<file path="config.mk">
export PLATFORM = sky130hd
export DESIGN_NAME = srbag_div
export DESIGN_NICKNAME = d
export VERILOG_FILES = /design/src/rtl/srbag_pkg.sv /design/src/rtl/srbag_div.sv
export SDC_FILE = /design/constraint.sdc
export NUM_CORES = 1
export LEC_CHECK = 0
export BUFFER_PORTS_ARGS = -buffer_cell sky130_fd_sc_hd__buf_2
export CAP_MARGIN = 40
export CORE_MARGIN = 1
export CORE_UTILIZATION = 59
export CTS_BUF_LIST = sky130_fd_sc_hd__clkbuf_16
export CTS_CLUSTER_SIZE = 16
export DETAILED_ROUTE_END_ITERATION = 7
export PLACE_DENSITY = 0.83
export REMOVE_ABC_BUFFERS = 1
export SYNTH_ARGS = -nofsm -noshare
export SYNTH_HDL_FRONTEND = slang
export SYNTH_SLANG_ARGS = --single-unit
</file>
<file path="constraint.sdc">
create_clock -name clk -period 7.4 [get_ports clk]
set_input_delay 0.74 -clock clk [delete_from_list [all_inputs] [get_ports clk]]
set_output_delay 0.74 -clock clk [all_outputs]
set_load 0.02 [all_outputs]
</file>
<file path="src/rtl/srbag_pkg.sv">
// ----------------------------------------------------------------------------
// srbag_pkg: shared definitions for the swap-remove random bag
// Action and status codes, field widths, default sizes and the controller
// state type.
// ----------------------------------------------------------------------------
`timescale 1ns / 1ps
`default_nettype none

package srbag_pkg;

  // default sizes
  localparam int DEPTH_DEF       = 1024;
  localparam int VALUE_WIDTH_DEF = 32;

  // fixed field widths
  localparam int ACT_W   = 2;
  localparam int VAL_W   = 32;
  localparam int SEED_W  = 64;
  localparam int STAT_W  = 2;
  localparam int CNT_W   = 11;

  // action codes
  localparam logic [ACT_W-1:0] ACT_ADD = 2'd0;
  localparam logic [ACT_W-1:0] ACT_DEL = 2'd1;
  localparam logic [ACT_W-1:0] ACT_SEL = 2'd2;
  localparam logic [ACT_W-1:0] ACT_CLR = 2'd3;

  // status codes
  localparam logic [STAT_W-1:0] ST_OK    = 2'd0;
  localparam logic [STAT_W-1:0] ST_EMPTY = 2'd1;
  localparam logic [STAT_W-1:0] ST_FULL  = 2'd2;

  // controller states
  typedef enum logic [2:0] {
    S_IDLE,
    S_EXEC,
    S_DIV,
    S_RDW,
    S_DONE
  } state_t;

endpackage

`default_nettype wire

</file>
<file path="src/rtl/srbag_div.sv">
// ----------------------------------------------------------------------------
// srbag_div: iterative seed modulo count
// Restoring division, one dividend bit per cycle; only the remainder is kept.
// ----------------------------------------------------------------------------
`timescale 1ns / 1ps
`default_nettype none

module srbag_div #(
  parameter int CW = 11
) (
  input  wire logic                       clk,
  input  wire logic                       rst_n,
  input  wire logic                       start,
  input  wire logic [srbag_pkg::SEED_W-1:0] dividend,
  input  wire logic [CW-1:0]              divisor,
  output logic                            done,
  output logic [CW-1:0]                   remainder
);

  localparam int STEP_W = $clog2(srbag_pkg::SEED_W);

  logic                         busy_r, busy_nxt;
  logic                         done_r, done_nxt;
  logic [STEP_W-1:0]            step_r, step_nxt;
  logic [srbag_pkg::SEED_W-1:0] quo_r, quo_nxt;
  logic [CW-1:0]                rem_r, rem_nxt;
  logic [CW-1:0]                den_r, den_nxt;
  logic [CW:0]                  trial;

  // one shift-subtract step per cycle
  always_comb begin
    busy_nxt = busy_r;
    done_nxt = 1'b0;
    step_nxt = step_r;
    quo_nxt  = quo_r;
    rem_nxt  = rem_r;
    den_nxt  = den_r;
    trial    = {rem_r, quo_r[srbag_pkg::SEED_W-1]};
    if (start) begin
      busy_nxt = 1'b1;
      step_nxt = '0;
      quo_nxt  = dividend;
      rem_nxt  = '0;
      den_nxt  = divisor;
    end else if (busy_r) begin
      quo_nxt = {quo_r[srbag_pkg::SEED_W-2:0], 1'b0};
      if (trial >= {1'b0, den_r}) begin
        rem_nxt = CW'(trial - {1'b0, den_r});
      end else begin
        rem_nxt = trial[CW-1:0];
      end
      step_nxt = step_r + STEP_W'(1);
      if (step_r == STEP_W'(srbag_pkg::SEED_W - 1)) begin
        busy_nxt = 1'b0;
        done_nxt = 1'b1;
      end
    end
  end

  // control state
  always_ff @(posedge clk) begin
    if (!rst_n) begin
      busy_r <= 1'b0;
      done_r <= 1'b0;
      step_r <= '0;
    end else begin
      busy_r <= busy_nxt;
      done_r <= done_nxt;
      step_r <= step_nxt;
    end
  end

  // datapath
  always_ff @(posedge clk) begin
    quo_r <= quo_nxt;
    rem_r <= rem_nxt;
    den_r <= den_nxt;
  end

  assign done      = done_r;
  assign remainder = rem_r;

endmodule

`default_nettype wire

</file>
* Yosys cells after proc, flatten, opt, wreduce, memory -nomap -nowiden
Index checks and enable logic that the tools add are counted.
** Cells by class
- $add $sub $neg :: 2
- Order comparisons :: 1
- Equal/unequal tests :: 1
- Mux-type cells :: 7
- Bitwise logic cells :: 2
- Reduce and logical (&&, ||, !) cells :: 3
** Operators with widths (count)
- $mux 64 :: 2
- $ge 12x11->1 :: 1
- $mux 11 :: 1
- $sub 11x11->11 :: 1
- $add 6x1->6 const B :: 1
- $eq 6x6->1 const B :: 1
- $mux 1 :: 4
- $reduce_or 3->1 :: 1
- $not 1->1 :: 2
- $reduce_bool 2->1 :: 1
- $reduce_or 2->1 :: 1
** Word-level totals
- Register bits after elaboration :: 94

* Depth between registers and ports, before layout
Gate-level depths: netlist of the first run.
- Word-level depth :: 4
- Depth in mapped cells :: 10

* Worst setup path after synthesis of the first run
OpenSTA, ideal clock, no wires.
- Path type :: input-to-reg
- Start :: input start
- End :: register quo_r[0] (netlist name), enable pin
- Library setup time :: 0.395 ns
- Arrival :: 2.120 ns
- Data required time :: 7.005 ns
- Setup slack :: 4.886 ns
- Stages :: 3
- Path buffers :: 2
- Cell sequence :: clkbuf_1 > clkbuf_1 > or2_2
** Between the ends
- Cells in the longest elaborated chain, start to end :: 1
** RTL lines
- start: declaration :: RTL line srbag_div.sv:13 : input wire logic start,
- $reduce_bool 2->1 (no line)
- end signal: assignment :: RTL line srbag_div.sv:75 : quo_r <= quo_nxt;
- end: declaration :: RTL line srbag_div.sv:25 : logic [srbag_pkg::SEED_W-1:0] quo_r, quo_nxt;
Every way passes these cells.
A chain may end at the register's enable or synchronous reset.

* Worst setup path after layout of the first run
- Start :: register quo_r[63] (netlist name)
- End :: register rem_r[0] (netlist: remainder[0])
** Between the ends
- Cells in the longest elaborated chain, start to end :: 2
- Elaborated cells on any way between the ends :: 3
- Those cells by class :: 1 x add/sub; 1 x order compare; 1 x mux
** RTL lines
- $sub 11x11->11 / $ge 12x11->1 (equally long branches) :: RTL line srbag_div.sv:48, srbag_div.sv:47
- $mux 11 (*) :: RTL line srbag_div.sv:47 : if (trial >= {1'b0, den_r}) begin
- end signal: assignment :: RTL line srbag_div.sv:76 : rem_r <= rem_nxt;
- end: declaration :: RTL line srbag_div.sv:26 : logic [CW-1:0] rem_r, rem_nxt;
Every way passes the cells marked *; elsewhere a longest branch is shown, timed or not.

==> results of run 1 <==
-- cell usage in the layout, fill, tap and decap left out, drive strengths merged, types with 2 or more instances in the layout --
master  synthesis  layout
mux2i           4       4
nor2           19      19
edfxtp         75      75
a211o           2       2
o21a            2       2
nor2b           2       2
xor2            4       4
nand4           2       2
mux2           64      64
a31oi           2       2
o21bai          2       2
buf             3      92
nor3            3       3
a21o            4       4
nor4            3       3
a311oi          8       8
xnor2           3       3
a211oi          3       3
inv            17      20
nand2          17      17
dfxtp          19      19
o21ai           7       7
or2             3       3
or3b            2       2
nor3b           2       2
nand3           3       3
a21oi           4       4
or3             2       2
ha             12      12
clkinv          0       3
and4            2       2
clkbuf         11       9
-- path summary, 6_finish.rpt --
| kind | from | to | slack [ns] |
|---|---|---|---|
| worst max register to register | quo_r[63] | remainder[0] | 4.63 |
| worst min register to register | step_r[5] | step_r[5] | 0.49 |
| worst min-delay path | step_r[5] | step_r[5] | 0.49 |
| worst max-delay path | quo_r[63] | remainder[0] | 4.63 |
-- where the power goes --
part | switching (mW) | internal (mW) | total (mW)
Clock | 0.192 | 0.226 | 0.418
Combinational | 0.105 | 0.0954 | 0.200
Sequential | 0.0189 | 0.630 | 0.649
-- area by class of cell --
type | count | area, um^2 | area share [%]
clock buffers | 9 | 225 | 4.30
well taps | 99 | 124 | 2.37
multi-input cells | 197 | 1670 | 31.9
repair buffers | 92 | 478 | 9.13
clock inverters | 7 | 42.5 | 0.813
inverters | 17 | 63.8 | 1.22
flip-flops and latches | 94 | 2630 | 50.3
-- cells in the mapped netlist (all sizes together), types with 2 or more instances --
cell type  instances
clkbuf            11
or3b               2
or2                3
nor4               3
nor2b              2
o21bai             2
o21ai              7
nor3               3
a31oi              2
nor2              19
and4               2
dfxtp             19
a21o               4
a211oi             3
mux2i              4
xor2               4
buf                3
mux2              64
inv               17
a311oi             8
nand4              2
nand2             17
a211o              2
edfxtp            75
nor3b              2
a21oi              4
o21a               2
or3                2
nand3              3
ha                12
xnor2              3
-- state kept, by name, summed over array words and instances, names as in the netlist --
name / count
busy_r: 1
den_r: 11
done: 1
quo_r: 64
remainder: 11
step_r: 6
-- cell families (layout without fill, tap and decap cells) --
| kind of cell | count (synthesis) | count (layout) |
|---|---|---|
| and+or+nand+nor | 65 | 65 |
| AOI/OAI and AO/OA | 44 | 44 |
| xor gates and xnor gates | 7 | 7 |
| adders and majority gates | 13 | 13 |
| DFF | 94 | 94 |
| buffers and inverters | 31 | 125 |
| muxes | 68 | 68 |
-- worst register-to-register path, delay by kind of cell (launching register included) --
| kind | cells | cell delay, ns |
|---|---|---|
| AOI/OAI and AO/OA | 4 | 1.35 |
| adders and majority gates | 2 | 0.42 |
| buffers and inverters | 1 | 0.08 |
| DFF | 1 | 0.35 |
| muxes | 1 | 0.41 |
| and+or+nand+nor | 1 | 0.07 |
-- per-stage QoR --
stage	setup WS [ns]	hold slack (ns)
final	4.63	0.489
after global routing	4.43	0.507
after CTS	4.67	0.488
after detailed placement	4.69	0.480
after global placement	4.77	0.471
after floorplan	4.91	0.458
-- metal layers --
| layer | wire, um | global-route usage, % | vias to the layer above | share of wire [%] |
|---|---|---|---|---|
| met5 | 0 | 0 | - | 0 |
| met4 | 225 | 11.0 | 0 | 2.8 |
| met3 | 515 | 7.18 | 23 | 6.4 |
| met2 | 3830 | 35.0 | 95 | 47 |
| met1 | 3530 | 26.5 | 1383 | 44 |
| li1 | - | - | 1404 | - |
==> impl_metrics.py, run 1 <==
metrics = {
    "power_and_ir_drop": {
        "power_mw": 1.27,
        "p_leak_nw": 2.13,
        "peakVddDrop_mv": 0.159,
        "p_per_area_nw_per_um2": 242,
    },
    "logic_synthesis": {
        "synth_top_area_share_pct": 50.9,
        "synth_compound_area_share_pct": 7.61,
        "yosys_warnings": 0,
        "syn_inst": 322,
        "synth_fa_ha_area_share_pct": 3.85,
        "yosysTopAreaCell": "edfxtp_1",
        "netlist_area_um2": 4430,
        "synth.area.top_cells": "edfxtp_1 (51%), mux2_2 (16%), dfxtp_1 (8.6%)",
        "synth_top_family_by_area": "multiplexers",
        "ys_async_sr_fraction_pct": 0,
        "ys_ff_latch": 94,
        "synth_edf_count": 75,
        "synth_xor_area_share_pct": 1.39,
        "synthFlopType": "edfxtp_1",
        "synth_area_per_cell_um2": 13.7,
        "yosysSeqAreaShare_pct": 59.5,
        "ys_types": 55,
        "synthSimpleGateAreaFrac_pct": 7.69,
        "synth.mux.area_fraction_pct": 17.2,
    },
    "timing": {
        "setup_viol": 0,
        "tightest_slew_ns": 0.813,
        "maxSlewViolCount": 0,
        "hold_viol_final": 0,
        "skew_ns": 0.00718,
        "rsz0062_at_grt": "no",
        "fin_crit_ns": 2.77,
        "tns_ns": 0,
        "worst_slew_margin_rel_pct": 45.8,
        "finalCritPeriodShare_pct": 37.4,
        "clock.fmax_ghz": 0.361,
    },
    "clocking": {
        "htree_num_levels": 3,
        "numCtsBuffers": 9,
        "cts_setup_buffers": 0,
        "clk_pin_slew_ns": 0.06,
        "cts_tree": "yes",
        "cts_hold_buf": 0,
        "clockBufferDepth": 2,
        "cts_resized": 0,
        "clock_latency_ns": 0.34,
        "clock-root-buffer": "clkbuf_16",
        "cts_sinks": 94,
    },
    "cells_and_area": {
        "drive_gt1_share_pct": 43.8,
        "fin_nets": 502,
        "fillers": 508,
        "diodes": 0,
        "fin_util_pct": 72.2,
        "fin_area_um2": 5240,
        "final_cells": 515,
        "area_growth_pct": 18.3,
    },
    "detailed_routing": {
        "routed_wirelength_um": 8100,
        "drt_iter0_drc": 183,
        "wl_per_cell_um": 15.7,
        "first_pass_iters": 4,
        "via_per_inst": 5.64,
        "antenna_left": 0,
        "drc_errors": 0,
        "route.vias.total": 2905,
    },
    "worst_hold_path": {
        "min_path_type": "flop to flop",
        "hold_depth": 2,
    },
    "grt": {
        "grt_usage_pct": 21.8,
        "grt_pass1_wl_um": 12600,
        "grt_max_degree": 66,
        "overflow": 0,
        "grt_pass1_vias": 2769,
        "antenna_found_initial": 0,
    },
    "place": {
        "place_area_um2": 4970,
        "io_buffer_count": 89,
        "place_inst": 499,
        "hpwl_um": 5390,
        "gp_congestion": 0.834,
    },
    "critical_path": {
        "crit_buf_inv": 1,
        "crit_required_ns": 7.65,
        "slowest_stage": "a211oi_2",
        "ff2ff_path_depth": 9,
        "path_delay_family": "compound AO/OA/AOI/OAI gates",
        "path_class": "flop to flop",
        "crit_chain": "inv_1, ha_1, fa_1, nor2b_1, o22a_1, o2111a_2, a211oi_2, mux2_2, a211oi_1",
        "end_kind": "flop",
        "cp.depth": 9,
        "cp_max_fo": 11,
        "arrival_ns": 3.02,
        "crit_path_max_incr_delay_ns": 0.62,
        "startpoint_type": "flop",
    },
    "flow_run": {
        "max_cap_viol_count": 0,
    },
    "floorplan": {
        "coreArea_um2": 7250,
        "start_util_pct": 61.0,
        "std_cell_rows": 31,
        "ios": 90,
        "die_area_um2": 7850,
        "die_y_um": 88.6,
        "die_w_um": 88.6,
    },
    "run_status": {
        "outcome": "finished clean",
    },
}
No activity file was read; power rests on OpenSTA's default activity.
==> run 2: changes to the inputs <==
--- a/config.mk
+++ b/config.mk
@@ -8,11 +8,11 @@
 export BUFFER_PORTS_ARGS = -buffer_cell sky130_fd_sc_hd__buf_2
 export CAP_MARGIN = 40
 export CORE_MARGIN = 1
-export CORE_UTILIZATION = 59
+export CORE_UTILIZATION = 55
 export CTS_BUF_LIST = sky130_fd_sc_hd__clkbuf_16
 export CTS_CLUSTER_SIZE = 16
 export DETAILED_ROUTE_END_ITERATION = 7
-export PLACE_DENSITY = 0.83
+export PLACE_DENSITY = 0.78
 export REMOVE_ABC_BUFFERS = 1
 export SYNTH_ARGS = -nofsm -noshare
 export SYNTH_HDL_FRONTEND = slang
==> constraint.sdc (replaced) <==
create_clock -name clk -period 2.8 [get_ports clk]
set_input_delay 0.28 -clock clk [delete_from_list [all_inputs] [get_ports clk]]
set_output_delay 0.28 -clock clk [all_outputs]
set_load 0.02 [all_outputs]
==> run 2 against run 1 <==
Net effect:
- total power rose to 2.8 times the previous value
- wire length fell by 1.8%
- clock power rose to 3.1 times the previous value
- via count fell by 2.4%
- core utilization fell by 3.7 points
- non-clock buffer count rose by 2
- critical endpoint is now remainder[6]
- largest cell class unchanged
- largest power group unchanged
==> impl_metrics.py, run 2 (synthesized netlist as in run 1, its figures left out) <==
metrics = {
    "critical_path": {
        "crit_path_max_incr_delay_ns": 0.41,
        "end_kind": "flop",
        "cp_max_fo": 10,
        "startpoint_type": "flop",
        "slowest_stage": "fa_1",
        "crit_chain": "ha_1, fa_1, nor2b_1, o22a_1, o2111a_2, a211oi_2, buf_4, or3b_1, a311oi_1",
        "path_delay_family": "compound AO/OA/AOI/OAI gates",
        "rrSetupSlack_ns": 0.16,
        "arrival_ns": 2.88,
        "crit_buf_inv": 1,
        "crit_required_ns": 3.04,
        "path_class": "flop to flop",
    },
    "grt": {
        "grt_usage_pct": 20.1,
        "overflow": 0,
        "grt.busiest_layer": "met2",
        "grt_pass1_vias": 2889,
        "use_met2_pct": 32.8,
        "grt_use_met1_pct": 24.1,
        "grt_pass1_wl_um": 13100,
        "grt_max_degree": 64,
        "met3_usage_pct": 8.37,
        "antenna_found_initial": 0,
    },
    "clocking": {
        "cts_sinks": 94,
        "clk_pin_slew_ns": 0.06,
        "htree_num_levels": 3,
        "cts_resized": 0,
        "clock-root-buffer": "clkbuf_16",
        "cts_tree": "yes",
        "clock_latency_ns": 0.34,
        "cts_setup_buffers": 0,
        "numCtsBuffers": 9,
        "cts_hold_buf": 0,
        "clockBufferDepth": 2,
    },
    "detailed_routing": {
        "route.vias.total": 2836,
        "antenna_left": 0,
        "drt_iter0_drc": 96,
        "via_per_inst": 5.46,
        "wl_per_cell_um": 15.3,
        "first_pass_iters": 4,
        "routed_wirelength_um": 7950,
        "drc_errors": 0,
    },
    "timing": {
        "fin_ws_ns": 0.158,
        "tns_ns": 0,
        "rsz0062_at_grt": "no",
        "maxSlewViolCount": 0,
        "finalCritPeriodShare_pct": 94.4,
        "clock.fmax_ghz": 0.379,
        "tightest_slew_ns": 0.595,
        "setup_viol": 0,
        "skew_ns": 0.00701,
        "worst_slew_margin_rel_pct": 60.3,
        "hold_viol_final": 0,
        "fin_crit_ns": 2.64,
    },
    "cells_and_area": {
        "fin_nets": 504,
        "final_cell_mix": "buf_2 (88), edfxtp_1 (75), mux2_2 (64), nor2_1 (19), dfxtp_1 (19)",
        "largest-register": "quo_r",
        "area_growth_pct": 20.2,
        "layout_commonest_cell": "buf_2",
        "diodes": 0,
        "largest_reg_flops": 64,
        "drive_gt1_share_pct": 44.4,
    },
    "floorplan": {
        "die_y_um": 91.7,
        "start_util_pct": 57.0,
        "die_area_um2": 8410,
        "std_cell_rows": 32,
        "coreArea_um2": 7770,
        "ios": 90,
        "die_w_um": 91.7,
    },
    "power_and_ir_drop": {
        "p_sw_mw": 0.839,
        "p_int_mw": 2.71,
        "switching_share_pct": 23.7,
        "peakVddDrop_mv": 0.353,
        "seq_power_share_pct": 48.2,
        "p_clk_share_pct": 36.7,
        "p_per_area_nw_per_um2": 666,
        "pwr-share-comb_pct": 15.1,
        "p_leak_nw": 2.16,
    },
    "flow_run": {
        "max_cap_viol_count": 0,
    },
    "place": {
        "gp_congestion": 0.866,
        "io_buffer_count": 89,
        "post-place-ws_ns": 0.194,
        "hpwl_um": 5390,
    },
    "worst_hold_path": {
        "min_path_type": "primary input to flop",
    },
    "run_status": {
        "outcome": "finished clean",
    },
}
run 2: metal layers:
layer	part of all wire, %	wire, um
met1	44	3470
met2	48	3830
met3	6.9	549
met4	1.3	100
met5	0	0
run 2: stage by stage:
stage / util, % / area, um^2 / instances / hold WS (ns) / power [mW]
floorplan: - / 4370 / 308 / 0.348 / 2.09
global placement: 64.4 / 5000 / 504 / 0.457 / 2.25
detailed placement: 64.4 / 5000 / 504 / 0.458 / 2.27
CTS: 68.5 / 5320 / 519 / 0.106 / 3.57
global route: 68.5 / 5320 / 519 / 0.0994 / 3.69
finish: 68.5 / 5320 / 519 / 0.117 / 3.55
run 2: power groups by stage:
stage / logic, mW / registers [mW] / clock network (mW)
2_1_floorplan: 0.335 / 1.75 / 0
6_report: 0.534 / 1.71 / 1.30
3_5_place_dp: 0.530 / 1.74 / 0
5_1_grt: 0.588 / 1.73 / 1.38
3_3_place_gp: 0.513 / 1.74 / 0
4_1_cts: 0.534 / 1.71 / 1.33
run 2: path summary, 6_finish.rpt:
kind | start | to | cells past startpoint
max reg2reg | den_r[0] | remainder[6] | 9
max | den_r[0] | remainder[6] | 9
min | divisor[8] | den_r[8] | 1
min reg2reg | step_r[5] | step_r[5] | 2
run 2: area by class of cell:
| class | instances | area [um^2] |
|---|---|---|
| clock inverters | 6 | 91.3 |
| clock buffers | 9 | 225 |
| repair buffers | 94 | 510 |
| well taps | 102 | 128 |
| flip-flops and latches | 94 | 2630 |
| multi-input cells | 197 | 1670 |
| inverters | 17 | 63.8 |
| fillers | 589 | 2450 |
run 2: worst register-to-register path, stage by stage, from the launching register on:
cell and delay, ns:
edfxtp_1 0.37, ha_1 0.22, fa_1 0.41, nor2b_1 0.18, o22a_1 0.20, o2111a_2 0.26
a211oi_2 0.05, buf_4 0.19, or3b_1 0.39, a311oi_1 0.28
